--- src/design/nsx_pkg.sv ---
// Shared types and constants for the normalized sliding cross-correlator.
package nsx_pkg;

  localparam int TAP_E_W   = 42;
  localparam int TAP_IDX_W = 10;
  localparam int CFG_AW    = 4;
  localparam int CFG_DW    = 64;

  localparam logic       FUNC_LOAD      = 1'b0;
  localparam logic       FUNC_PUSH      = 1'b1;
  localparam logic [0:0] REG_TAP_ENERGY = 1'b0;

  typedef struct packed {
    logic in_rdy;
    logic rd_old;
    logic sq;
    logic upd;
    logic mac_init;
    logic mac_issue;
    logic zero_out;
    logic mul_init;
    logic mul_step;
    logic sq_step;
    logic div_init;
    logic div_step;
    logic div_store;
    logic div_sel;
    logic out_load;
  } cmd_t;

  typedef struct packed {
    logic push_acc;
    logic full;
    logic ezero;
    logic out_busy;
  } sts_t;

endpackage

--- src/design/nsx_ctrl.sv ---
// Sequencing state machine for the correlator datapath.
module nsx_ctrl #(
  parameter int WINDOW      = 1024,
  parameter int SAMPLE_BITS = 16
) (
  input  logic          clk,
  input  logic          rst_n,
  input  nsx_pkg::sts_t sts,
  output nsx_pkg::cmd_t cmd
);

  localparam int TEW = nsx_pkg::TAP_E_W;
  localparam int EW  = 2 * SAMPLE_BITS + $clog2(WINDOW);
  localparam int PW0 = EW + TEW;
  localparam int PW  = PW0 + PW0 % 2;
  localparam int RW  = PW / 2;
  localparam int DW  = 2 * SAMPLE_BITS + $clog2(WINDOW) + 1;
  localparam int F   = SAMPLE_BITS - 1;
  localparam int NW0 = (DW + F + 1 > RW) ? DW + F + 1 : RW;
  localparam int NW  = NW0 + 1;
  localparam int CW  = $clog2(WINDOW + 256);

  localparam logic [3:0] S_IDLE  = 4'd0;
  localparam logic [3:0] S_RDOLD = 4'd1;
  localparam logic [3:0] S_SQ    = 4'd2;
  localparam logic [3:0] S_UPD   = 4'd3;
  localparam logic [3:0] S_CHK   = 4'd4;
  localparam logic [3:0] S_MAC   = 4'd5;
  localparam logic [3:0] S_ZCHK  = 4'd6;
  localparam logic [3:0] S_MUL   = 4'd7;
  localparam logic [3:0] S_SQRT  = 4'd8;
  localparam logic [3:0] S_DIVLD = 4'd9;
  localparam logic [3:0] S_DIV   = 4'd10;
  localparam logic [3:0] S_DIVST = 4'd11;
  localparam logic [3:0] S_OUT   = 4'd12;

  logic [3:0]    state_r, state_nxt;
  logic [CW-1:0] cnt_r, cnt_nxt;
  logic          sel_r, sel_nxt;

  always_ff @(posedge clk) begin
    if (!rst_n) begin
      state_r <= S_IDLE;
      cnt_r   <= '0;
      sel_r   <= 1'b0;
    end else begin
      state_r <= state_nxt;
      cnt_r   <= cnt_nxt;
      sel_r   <= sel_nxt;
    end
  end

  always_comb begin
    state_nxt = state_r;
    cnt_nxt   = cnt_r;
    sel_nxt   = sel_r;
    cmd       = '0;
    cmd.div_sel = sel_r;
    unique case (state_r)
      S_IDLE: begin
        cmd.in_rdy = 1'b1;
        if (sts.push_acc) state_nxt = S_RDOLD;
      end
      S_RDOLD: begin
        cmd.rd_old = 1'b1;
        state_nxt  = S_SQ;
      end
      S_SQ: begin
        cmd.sq    = 1'b1;
        state_nxt = S_UPD;
      end
      S_UPD: begin
        cmd.upd   = 1'b1;
        state_nxt = S_CHK;
      end
      S_CHK: begin
        if (sts.full) begin
          cmd.mac_init = 1'b1;
          cnt_nxt      = '0;
          state_nxt    = S_MAC;
        end else begin
          state_nxt = S_IDLE;
        end
      end
      S_MAC: begin
        cmd.mac_issue = (cnt_r < CW'(WINDOW));
        cnt_nxt       = cnt_r + 1'b1;
        if (cnt_r == CW'(WINDOW + 1)) state_nxt = S_ZCHK;
      end
      S_ZCHK: begin
        cnt_nxt = '0;
        if (sts.ezero) begin
          cmd.zero_out = 1'b1;
          state_nxt    = S_OUT;
        end else begin
          cmd.mul_init = 1'b1;
          state_nxt    = S_MUL;
        end
      end
      S_MUL: begin
        cmd.mul_step = 1'b1;
        cnt_nxt      = cnt_r + 1'b1;
        if (cnt_r == CW'(TEW - 1)) begin
          cnt_nxt   = '0;
          state_nxt = S_SQRT;
        end
      end
      S_SQRT: begin
        cmd.sq_step = 1'b1;
        cnt_nxt     = cnt_r + 1'b1;
        if (cnt_r == CW'(RW - 1)) begin
          sel_nxt   = 1'b0;
          state_nxt = S_DIVLD;
        end
      end
      S_DIVLD: begin
        cmd.div_init = 1'b1;
        cnt_nxt      = '0;
        state_nxt    = S_DIV;
      end
      S_DIV: begin
        cmd.div_step = 1'b1;
        cnt_nxt      = cnt_r + 1'b1;
        if (cnt_r == CW'(NW - 1)) state_nxt = S_DIVST;
      end
      S_DIVST: begin
        cmd.div_store = 1'b1;
        if (!sel_r) begin
          sel_nxt   = 1'b1;
          state_nxt = S_DIVLD;
        end else begin
          state_nxt = S_OUT;
        end
      end
      S_OUT: begin
        if (!sts.out_busy) begin
          cmd.out_load = 1'b1;
          state_nxt    = S_IDLE;
        end
      end
      default: state_nxt = S_IDLE;
    endcase
  end

endmodule

--- config.mk ---
export PLATFORM = sky130hd
export DESIGN_NAME = nsx_ctrl
export DESIGN_NICKNAME = d
export VERILOG_FILES = /design/src/design/nsx_pkg.sv /design/src/design/nsx_ctrl.sv
export SDC_FILE = /design/constraint.sdc
export NUM_CORES = 1
export LEC_CHECK = 0
export BUFFER_PORTS_ARGS = -buffer_cell sky130_fd_sc_hd__buf_2
export CAP_MARGIN = 20
export CORE_ASPECT_RATIO = 0.8
export CORE_UTILIZATION = 49
export DETAILED_ROUTE_END_ITERATION = 8
export MAX_ROUTING_LAYER = met4
export PLACE_DENSITY = 0.81
export SETUP_SLACK_MARGIN = 0.05
export SYNTH_ARGS = -nofsm -noshare
export SYNTH_HDL_FRONTEND = slang
export SYNTH_SLANG_ARGS = --single-unit
--- constraint.sdc ---
create_clock -name clk -period 1.95 [get_ports clk]
set_input_delay 0.195 -clock clk [delete_from_list [all_inputs] [get_ports clk]]
set_output_delay 0.195 -clock clk [all_outputs]
set_load 0.005 [all_outputs]
# [Yosys cells after proc, flatten, opt, wreduce, memory -nomap -nowiden]
# Cells that the tools add are included.
[word_totals] register_bits=16 input_bits=6 output_inout_bits=15
[classes] add_sub_neg=1 magnitude_cmp=1 eq_ne=22 mux=32 n_reduce_logical=8
[op_table] op="$pmux W4 S13" count=1
[op_table] op="$pmux W11 S4" count=1
[op_table] op="$mux W4" count=7
[op_table] op="$eq A11 B6 Y1 const B" count=2
[op_table] op="$mux W11" count=2
[op_table] op="$eq A4 B4 Y1 const B" count=5
[op_table] op="$mux W1" count=17
[op_table] op="$eq A4 B3 Y1 const B" count=4
[op_table] op="$ne A2 B2 Y1 const B" count=7
[op_table] op="$add A11 B1 Y11 const B" count=1
[op_table] op="$eq A11 B11 Y1 const B" count=1
[op_table] op="$lt A11 B11 Y1 const B" count=1
[op_table] op="$eq A4 B2 Y1 const B" count=2
[op_table] op="$mux W3" count=2
[op_table] op="$reduce_and A6 Y1" count=1
[op_table] op="$eq A4 B1 Y1 const B" count=1
[op_table] op="$logic_not A4 Y1" count=1
[op_table] op="$reduce_and A2 Y1" count=2
[op_table] op="$reduce_bool A4 Y1" count=1
[op_table] op="$reduce_or A3 Y1" count=1
[op_table] op="$mux W2" count=1
[op_table] op="$pmux W1 S2" count=1
[op_table] op="$reduce_bool A2 Y1" count=1
[op_table] op="$reduce_or A2 Y1" count=1

# [Depth between registers and ports, before layout]
# Gate-level depths: netlist of run 1.
[logic_depth] word_depth=4 mapped_depth=8 ltp_nobuf=7

# [Worst setup path after synthesis of run 1]
# OpenSTA, ideal clock, no wires.
[synth_path] path_kind="reg-to-reg" start="reg cnt_r[0]" end="reg state_r[0]" arrival_ns=1.779 path_slack_ns=0.050 stages_incl_launch_ff=6 period_less_slack_ns=1.900 cell_sequence="dfxtp_1 -> ha_1 -> or4bb_1 -> nor4_1 -> o2111ai_2 -> o311a_1"
[synth_via] elab_chain_len=3 word_cells_on_any_way=8 cone_classes="eq/ne (7); reduce/logical (1)"
[synth_rtl] element="from (decl)" line_no="nsx_ctrl.sv:38" text="logic [CW-1:0] cnt_r, cnt_nxt;"
[synth_rtl] element="from (signal assigned)" line_no="nsx_ctrl.sv:48" text="cnt_r <= cnt_nxt;"
[synth_rtl] element="$eq A11 B6 Y1, or another cell as far along" line_no="nsx_ctrl.sv:124" text="if (cnt_r == CW'(NW - 1)) state_nxt = S_DIVST;"
[synth_rtl] element="$ne A2 B2 Y1 (no line)"
[synth_rtl] element="$reduce_and A6 Y1 (no line) *"
[synth_rtl] element="to (signal assigned)" line_no="nsx_ctrl.sv:47" text="state_r <= state_nxt;"
[synth_rtl] element="to (decl)" line_no="nsx_ctrl.sv:37" text="logic [3:0] state_r, state_nxt;"
# Mark *: on every way between the ends. The rest lies on a longest branch, timed or not.
# A chain may end at the register's enable or synchronous reset.

# [Worst setup path in the final report of run 1]
[layout_path] start="reg cnt_r[10]" end="reg sel_r"
[layout_via] elab_chain_len=3
[layout_rtl] element="$eq A11 B6 Y1" line_no="nsx_ctrl.sv:111" text="if (cnt_r == CW'(RW - 1)) begin"
[layout_rtl] element="$ne A2 B2 Y1 (no line)"
[layout_rtl] element="$reduce_and A2 Y1 (no line)"
[layout_rtl] element="to (signal assigned)" line_no="nsx_ctrl.sv:49" text="sel_r <= sel_nxt;"
[layout_rtl] element="to (decl)" line_no="nsx_ctrl.sv:39" text="logic sel_r, sel_nxt;"
# No other way between the ends.

==> results.json, run 1 <==
{
  "clk_path_buf_depth": 2,
  "start_util_pct": 55.2,
  "cts_root_buf": "clkbuf_4",
  "fin_crit_ns": 1.92,
  "postSynth.asyncResetShare_pct": 0,
  "cp_num_cells": 5,
  "drv_slew": 0,
  "core_area_um2": 2000,
  "ff2ff_setup_slack_ns": 0.03,
  "synth-edff-count": 0,
  "peakVddDrop_uv": 556,
  "fin_area_um2": 1400,
  "cpMaxStageDelayCell": "or4_4",
  "pin_count": 21,
  "critical-path-top-delay-family": "simple AND/OR/NAND/NOR gates",
  "initialDrtViolationCount": 68,
  "post_dp_cell_area_um2": 1260,
  "cp_max_fo": 3,
  "antenna_found_initial": 0,
  "cp.arrival_ns": 2.12,
  "syn_area_um2": 1100,
  "drive_gt1_share_pct": 35.9,
  "synth_area_per_cell_um2": 7.76,
  "ys.flop_type": "dfxtp_1",
  "rr_worst_depth": 5,
  "hold_class": "in2reg",
  "p_leak_uw": 0.000593,
  "grt_max_degree": 16,
  "nNetsFinal": 179,
  "wire_per_inst_um": 16.2,
  "cp.required_ns": 2.15,
  "yosysWarnings": 0,
  "tns_ns": 0,
  "synthCells": 142,
  "clock_skew_ns": 0.00810,
  "num-fill-cells": 163,
  "hold_violations": 0,
  "io_buffers": 20,
  "drc_errors": 0,
  "clkSlewWorstSetupHoldPaths_ns": 0.10,
  "syn-num-nets": 150,
  "postCtsHoldBufs": 0,
  "routed_wl_mm": 3.14,
  "rsz0062_at_grt": "true",
  "setup_viol": 0,
  "cts_buffers": 3,
  "grt_pass1_vias": 971,
  "start_kind": "register",
  "powerDensity_nw_per_um2": 654,
  "ant_nets": 0,
  "cts_tree": "yes",
  "die_h_um": 44.4,
  "path_cells": "or4_4 > or3_2 > o21ai_0 > o21ai_0 > and2_1",
  "grt_usage_pct": 27.9,
  "place.gp.congestion": 0.899,
  "vias": 1200,
  "clock.fmax_ghz": 0.521,
  "die_area_um2": 2440,
  "whs_path_depth": 2,
  "ys_seq_area_share_pct": 29.1,
  "grt_overflow": 0,
  "status": "complete, no violations",
  "synth_cell_types": 43,
  "critical_path.max_stage_delay_ns": 0.58,
  "rows": 14,
  "clock_latency_ns": 0.29,
  "cp_common_cell": "o21ai_0",
  "ys_ff_latch": 16,
  "fin_crit_sh_pct": 98.5,
  "layout_commonest_cell": "buf_2",
  "criticalPathCategory": "reg2reg",
  "drtPass1Iterations": 4,
  "cap_violations": 0,
  "cts_sinks": 16,
  "critPathCaptureType": "register",
  "die_w_um": 55.0,
  "maxSlewHeadroom_pct": 68.4,
  "grt_first_pass_wirelength_mm": 4.55,
  "htree_levels": 1,
  "most-common-layout-cells": "buf_2, nor2_1, buf_4",
  "vias_per_cell": 6.19,
  "worst_pin_slew_ns": 0.467,
  "num_antenna_cells": 0,
  "critPathBufInv": 0,
  "place_hpwl_mm": 2.10,
  "syn_to_final_growth_pct": 27.0
}
[cell usage after synthesis (all sizes together) (2+ instances only)]
cell	n	area, µm²
ha	2	25.0
nor2b	3	18.8
nand2	12	45.0
nand4	7	43.8
xor2	8	70.1
buf	7	46.3
o22ai	2	12.5
and3	4	25.0
clkbuf	4	15.0
nor4	3	18.8
inv	6	22.5
nand3	5	25.0
nor2	17	63.8
nand2b	3	18.8
o21ai	8	40.0
a21oi	3	15.0
nor3	7	35.0
or4	2	18.8
dfxtp	16	320
nand3b	2	15.0
xnor2	3	26.3
[sequential cells by signal, summed over array words and instances, names as in the netlist]
name / count
cnt_r: 11
sel_r: 1
state_r: 4
[repair_timing]
item,CTS,global route
pin swaps,4,5
cloned,0,1
buffers inserted,3,0
gates resized for setup,7,15
endpoints found under the setup margin,7,15
[routing by layer]
layer	global-route usage, %	vias up	wire length [µm]
li1	-	568	-
met1	41.1	549	1320
met2	37.3	71	1360
met3	6.19	12	370
met4	8.50	0	85
met5	-	-	0
[stage by stage]
stage / hold WS, ns / power (µW) / utilization, % / cells / worst slack, ns
2_1_floorplan: 0.424 / 555 / - / 142 / 0.0584
3_3_place_gp: 0.517 / 649 / 63.1 / 186 / 0.0425
3_5_place_dp: 0.517 / 660 / 63.1 / 186 / 0.00775
4_1_cts: 0.209 / 887 / 66.9 / 193 / 0.0217
5_1_grt: 0.221 / 959 / 70.1 / 194 / 0.000473
6_report: 0.229 / 915 / 70.1 / 194 / 0.0298
[power by group]
part,leakage (µW),switching (µW),internal [µW]
sequential,0.000133,40.2,346
combinational,0.000439,167,141
clock,0.0000210,108,114
[layout make-up]
type	instances	area, µm²	area share, %
multi-input combinational	110	769	55.0
inverter	6	22.5	1.61
clock buffer	4	36.3	2.59
timing repair buffer	34	213	15.2
sequential	16	329	23.5
tap	24	30.0	2.14
[worst paths after layout]
check               end      start
max               sel_r  cnt_r[10]
min          state_r[0]      rst_n
max reg2reg       sel_r  cnt_r[10]
min reg2reg    cnt_r[9]   cnt_r[9]
[worst reg2reg max path: stages, from the launching register on]
cell and delay (ns):
dfxtp_2 0.34, or4_4 0.58, or3_2 0.51, o21ai_0 0.16, o21ai_0 0.09, and2_1 0.15
[cells by family after synthesis]
family	synth area share, %
flops	29.1
compound gates	15.6
simple gates	36.8
buf+inv	7.60
xor+xnor	8.74
fa+ha+maj	2.27
Note: power is estimated with default switching activity, not from simulation.
==> run 2: changes to the inputs <==
CORE_UTILIZATION = 51   (was 49)
PLACE_DENSITY = 0.8   (was 0.81)
clock period = 2.4 ns   (was 1.95 ns; I/O delays follow)
==> run 2 against run 1 <==
  * First-iteration DRC count shrank 41%
  * Critical path depth unchanged
  * Worst hold slack better by 0.024 ns
  * Sequential share of layout area is 2.8 points higher
  * Via count down 6.3%
  * Clock-buffer cell count down 1
  * Critical path type unchanged
==> results.json, run 2 (synthesis results as in run 1) <==
{
  "status": "complete, no violations",
  "grt_usage_pct": 24.1,
  "num_antenna_cells": 0,
  "cpMaxStageDelayCell": "or4bb_1",
  "cts_sinks": 16,
  "vias": 1125,
  "clkSlewWorstSetupHoldPaths_ns": 0.09,
  "hold_class": "in2reg",
  "initialDrtViolationCount": 40,
  "swShare_pct": 35.2,
  "clk_path_buf_depth": 2,
  "seqCellArea_um2": 320,
  "maxSlewHeadroom_pct": 64.7,
  "path_cells": "ha_1 > or4bb_1 > nor4_1 > o2111ai_2 > o311a_1",
  "grt_max_degree": 18,
  "ant_nets": 0,
  "layout_commonest_cell": "buf_2",
  "fin_area_um2": 1220,
  "fin_crit_sh_pct": 86.7,
  "cts_root_buf": "clkbuf_4",
  "top_regs": "cnt_r (11), state_r (4), sel_r (1)",
  "htree_levels": 1,
  "drc_errors": 0,
  "die_h_um": 43.6,
  "critPathCaptureType": "register",
  "net-switching-power_uw": 227,
  "cp.required_ns": 2.59,
  "power_frac_clock_pct": 21.5,
  "p_leak_uw": 0.000514,
  "drtPass1Iterations": 4,
  "multi_input_area_um2": 698,
  "hold_violations": 0,
  "start_kind": "register",
  "nNetsFinal": 167,
  "tns_ns": 0,
  "grt_first_pass_wirelength_mm": 4.03,
  "place.gp.congestion": 0.924,
  "wire_per_inst_um": 13.5,
  "die_w_um": 54.0,
  "grt_pass1_vias": 928,
  "postCtsHoldBufs": 0,
  "num-fill-cells": 167,
  "post_dp_cell_area_um2": 1190,
  "critical_path.max_stage_delay_ns": 0.48,
  "criticalPathCategory": "reg2reg",
  "cap_violations": 0,
  "syn_to_final_growth_pct": 10.3,
  "cp_max_fo": 7,
  "cts_tree": "yes",
  "most-common-layout-cells": "buf_2, nor2_1, dfxtp_1",
  "fin_crit_ns": 2.08,
  "postCtsSetupBuffers": 0,
  "antenna_found_initial": 0,
  "clock_latency_ns": 0.29,
  "critPathBufInv": 0,
  "die_area_um2": 2350,
  "rsz0062_at_grt": "false",
  "rows": 14,
  "clock_skew_ns": 0.00601,
  "grt_overflow": 0,
  "worst_pin_slew_ns": 0.528,
  "io_buffers": 20,
  "setup_viol": 0,
  "seq_power_share_pct": 50.2,
  "cp.arrival_ns": 2.27,
  "largest_reg_flops": 11,
  "cts-resized-gates": 0,
  "place_hpwl_mm": 1.84,
  "core_area_um2": 1960,
  "pwr-share-comb_pct": 28.3,
  "start_util_pct": 56.2,
  "regMostFlops": "cnt_r",
  "pin_count": 21,
  "clock.fmax_ghz": 0.480,
  "critical-path-top-delay-family": "simple AND/OR/NAND/NOR gates",
  "routed_wl_mm": 2.45,
  "powerDensity_nw_per_um2": 530,
  "vias_per_cell": 6.22,
  "intPower_uw": 418,
  "peakVddDrop_uv": 377,
  "cts_buffers": 3,
  "drv_slew": 0,
  "drive_gt1_share_pct": 21.0
}
run 2: cell count changes in the layout (fill, tap and decap cells not counted), sizes merged:
cell / before / now
buf: 34 / 23
a21bo: 2 / 1
clkbuf: 4 / 3
run 2: metal layers:
metal / vias to the layer above / wire length, µm / GRT usage, %
met5: - / 0 / -
met4: 0 / 31 / 4.62
met1: 526 / 1190 / 33.8
li1: 539 / - / -
met3: 7 / 215 / 7.37
met2: 53 / 1020 / 34.1
run 2: final timing paths:
check                start          to  slack, ns  cells after the start
setup reg to reg  cnt_r[0]  state_r[0]       0.32                      5
hold / removal       rst_n  state_r[0]       0.25                      2
hold reg to reg   cnt_r[1]    cnt_r[1]       0.55                      2
setup / recovery  cnt_r[0]  state_r[0]       0.32                      5
run 2: cell type report:
type / count / share of cell area (%)
inverters: 6 / 1.85
clock buffers: 3 / 1.85
flip-flops and latches: 16 / 26.3
repair buffers: 23 / 10.1
multi-input cells: 109 / 57.4
well taps: 24 / 2.47
run 2: worst register-to-register path, cell delays in order (launching register included):
cell and delay [ns]:
dfxtp_1 0.40, ha_1 0.19, or4bb_1 0.48, nor4_1 0.28, o2111ai_2 0.24, o311a_1 0.40
run 2: stage by stage:
stage / worst slack [ns] / cells / total power, µW / hold WS [ns] / util (%)
finish: 0.319 / 181 / 645 / 0.253 / 62.0
global route: 0.149 / 181 / 686 / 0.242 / 62.0
CTS: 0.322 / 181 / 645 / 0.244 / 62.0
detailed placement: 0.328 / 178 / 507 / 0.541 / 60.8
global placement: 0.437 / 178 / 501 / 0.516 / 60.8
floorplan: 0.500 / 142 / 451 / 0.503 / -
run 2: power by group through the flow:
stage	sequential, µW	combinational [µW]	clock (µW)
after floorplan	300	151	0
after global placement	327	174	0
after detailed placement	327	180	0
after CTS	321	181	143
after global routing	328	202	155
final	324	182	139
==> run 3: changes to the inputs <==
BUFFER_PORTS_ARGS = -buffer_cell sky130_fd_sc_hd__clkbuf_2   (was -buffer_cell sky130_fd_sc_hd__buf_2)
==> run 3 against run 2 <==
  * Fmax shrank 2.6%
  * Utilization grew 0.70 points
  * Worst hold slack gained 0.020 ns
  * Design area grew 1.1%
  * Clock-buffer cell count grew 1
  * First-iteration DRC count grew 65%
  * Sequential cell count is the same
  * Register-to-register slack lost 0.06 ns
  * Critical endpoint unchanged
==> results.json, run 3 (synthesis results as in run 1) <==
{
  "power_frac_clock_pct": 26.8,
  "antenna_found_initial": 0,
  "cp.required_ns": 2.60,
  "clock_skew_ns": 0.0118,
  "p_leak_uw": 0.000510,
  "drive_gt1_share_pct": 21.5,
  "maxSlewHeadroom_pct": 63.4,
  "syn_to_final_growth_pct": 11.6,
  "grt_usage_pct": 27.6,
  "timing.critical_path.from": "cnt_r[0]",
  "hold_class": "in2reg",
  "grt_first_pass_wirelength_mm": 4.47,
  "place.gp.congestion": 1.00,
  "peakVddDrop_uv": 621,
  "powerDensity_nw_per_um2": 565,
  "critical_path.max_stage_delay_ns": 0.48,
  "cts_root_buf": "clkbuf_4",
  "drc_errors": 0,
  "clk_path_buf_depth": 2,
  "vias": 1106,
  "largest_reg_flops": 11,
  "core_area_um2": 1960,
  "grt_max_degree": 18,
  "num_antenna_cells": 0,
  "worst_pin_slew_ns": 0.548,
  "setup_viol": 0,
  "seqCellArea_um2": 320,
  "routed_wl_mm": 2.64,
  "dp_cells": 178,
  "die_h_um": 43.6,
  "hold_violations": 0,
  "wire_per_inst_um": 14.5,
  "cts_buffers": 3,
  "fin_cells": 182,
  "cts-resized-gates": 0,
  "nNetsFinal": 167,
  "critical-path-top-delay-family": "simple AND/OR/NAND/NOR gates",
  "path_cells": "ha_1 > or4bb_1 > nor4_1 > o2111ai_2 > o311a_1",
  "rsz0062_at_grt": "false",
  "multi_input_area_um2": 698,
  "status": "complete, no violations",
  "fin_crit_ns": 2.14,
  "cts_sinks": 16,
  "regMostFlops": "cnt_r",
  "critPathCaptureType": "register",
  "cp_max_fo": 7,
  "place_hpwl_mm": 2.00,
  "clock.fmax_ghz": 0.468,
  "cap_violations": 0,
  "die_w_um": 54.0,
  "drtPass1Iterations": 4,
  "io_buffers": 20,
  "holdWs_ns": 0.273,
  "criticalPathCategory": "reg2reg",
  "die_area_um2": 2350,
  "cpMaxStageDelayCell": "or4bb_1",
  "top_regs": "cnt_r (11), state_r (4), sel_r (1)",
  "fin_crit_sh_pct": 89.1,
  "postCtsSetupBuffers": 0,
  "rows": 14,
  "num-fill-cells": 190,
  "htree_levels": 1,
  "cts_tree": "yes",
  "swShare_pct": 35.0,
  "dp_slack_ns": 0.290,
  "tns_ns": 0,
  "initialDrtViolationCount": 66,
  "layout_commonest_cell": "clkbuf_2",
  "pin_count": 21,
  "hp-start": "rst_n",
  "vias_per_cell": 6.08,
  "critPathBufInv": 0,
  "seq_power_share_pct": 47.4,
  "clock_latency_ns": 0.30,
  "cp.arrival_ns": 2.34,
  "start_kind": "register",
  "clkSlewWorstSetupHoldPaths_ns": 0.11,
  "most-common-layout-cells": "clkbuf_2, nor2_1, dfxtp_1",
  "pwr-share-comb_pct": 25.8,
  "r2r-start": "cnt_r[0]",
  "ant_nets": 0,
  "intPower_uw": 452,
  "postCtsHoldBufs": 0,
  "setup_ws_ns": 0.263,
  "grt_overflow": 0,
  "grt_pass1_vias": 980,
  "start_util_pct": 56.2,
  "net-switching-power_uw": 244,
  "drv_slew": 0
}
-- run 3: changes by cell type in the layout (fill, tap and decap cells not counted) --
cell,previous run,this run
clkbuf_2,0,20
buf_2,20,0
clkbuf_8,0,1
-- run 3: worst register-to-register path: stages (launching register included) --
cell	delay [ns]
dfxtp_1	0.41
ha_1	0.19
or4bb_1	0.48
nor4_1	0.30
o2111ai_2	0.24
o311a_1	0.41
-- run 3: final timing paths --
check,slack (ns),depth (start not counted),end
setup / recovery,0.26,5,state_r[0]
hold / removal,0.27,2,state_r[0]
setup reg to reg,0.26,5,state_r[0]
hold reg to reg,0.55,2,cnt_r[1]
-- run 3: power by group through the flow --
| stage | sequential [µW] | clock [µW] | combinational (µW) |
|---|---|---|---|
| 4_1_cts | 327 | 191 | 178 |
| 5_1_grt | 336 | 200 | 203 |
| 6_report | 330 | 186 | 180 |
| 3_5_place_dp | 334 | 0 | 177 |
| 3_3_place_gp | 331 | 0 | 172 |
| 2_1_floorplan | 300 | 0 | 151 |
-- run 3: final cells by class --
cell class / instances / area share [%]
multi-input combinational: 109 / 56.8
sequential: 16 / 26.0
timing repair buffer: 23 / 9.97
clock buffer: 4 / 2.95
tap: 24 / 2.44
inverter: 6 / 1.83
-- run 3: metrics by stage --
| stage | area (µm²) | util [%] | power, µW |
|---|---|---|---|
| after global routing | 1230 | 62.7 | 739 |
| final | 1230 | 62.7 | 696 |
| after global placement | 1190 | 60.8 | 503 |
| after detailed placement | 1190 | 60.8 | 511 |
| after floorplan | 1100 | - | 451 |
| after CTS | 1230 | 62.7 | 697 |
-- run 3: routing by layer --
metal / part of all wire, % / up-vias / wire length (µm) / global-route usage [%]
li1: - / 547 / - / -
met1: 48 / 508 / 1270 / 37.9
met2: 42 / 42 / 1120 / 37.8
met3: 6.6 / 9 / 175 / 7.37
met4: 2.8 / 0 / 74 / 11.8
met5: 0 / - / 0 / -
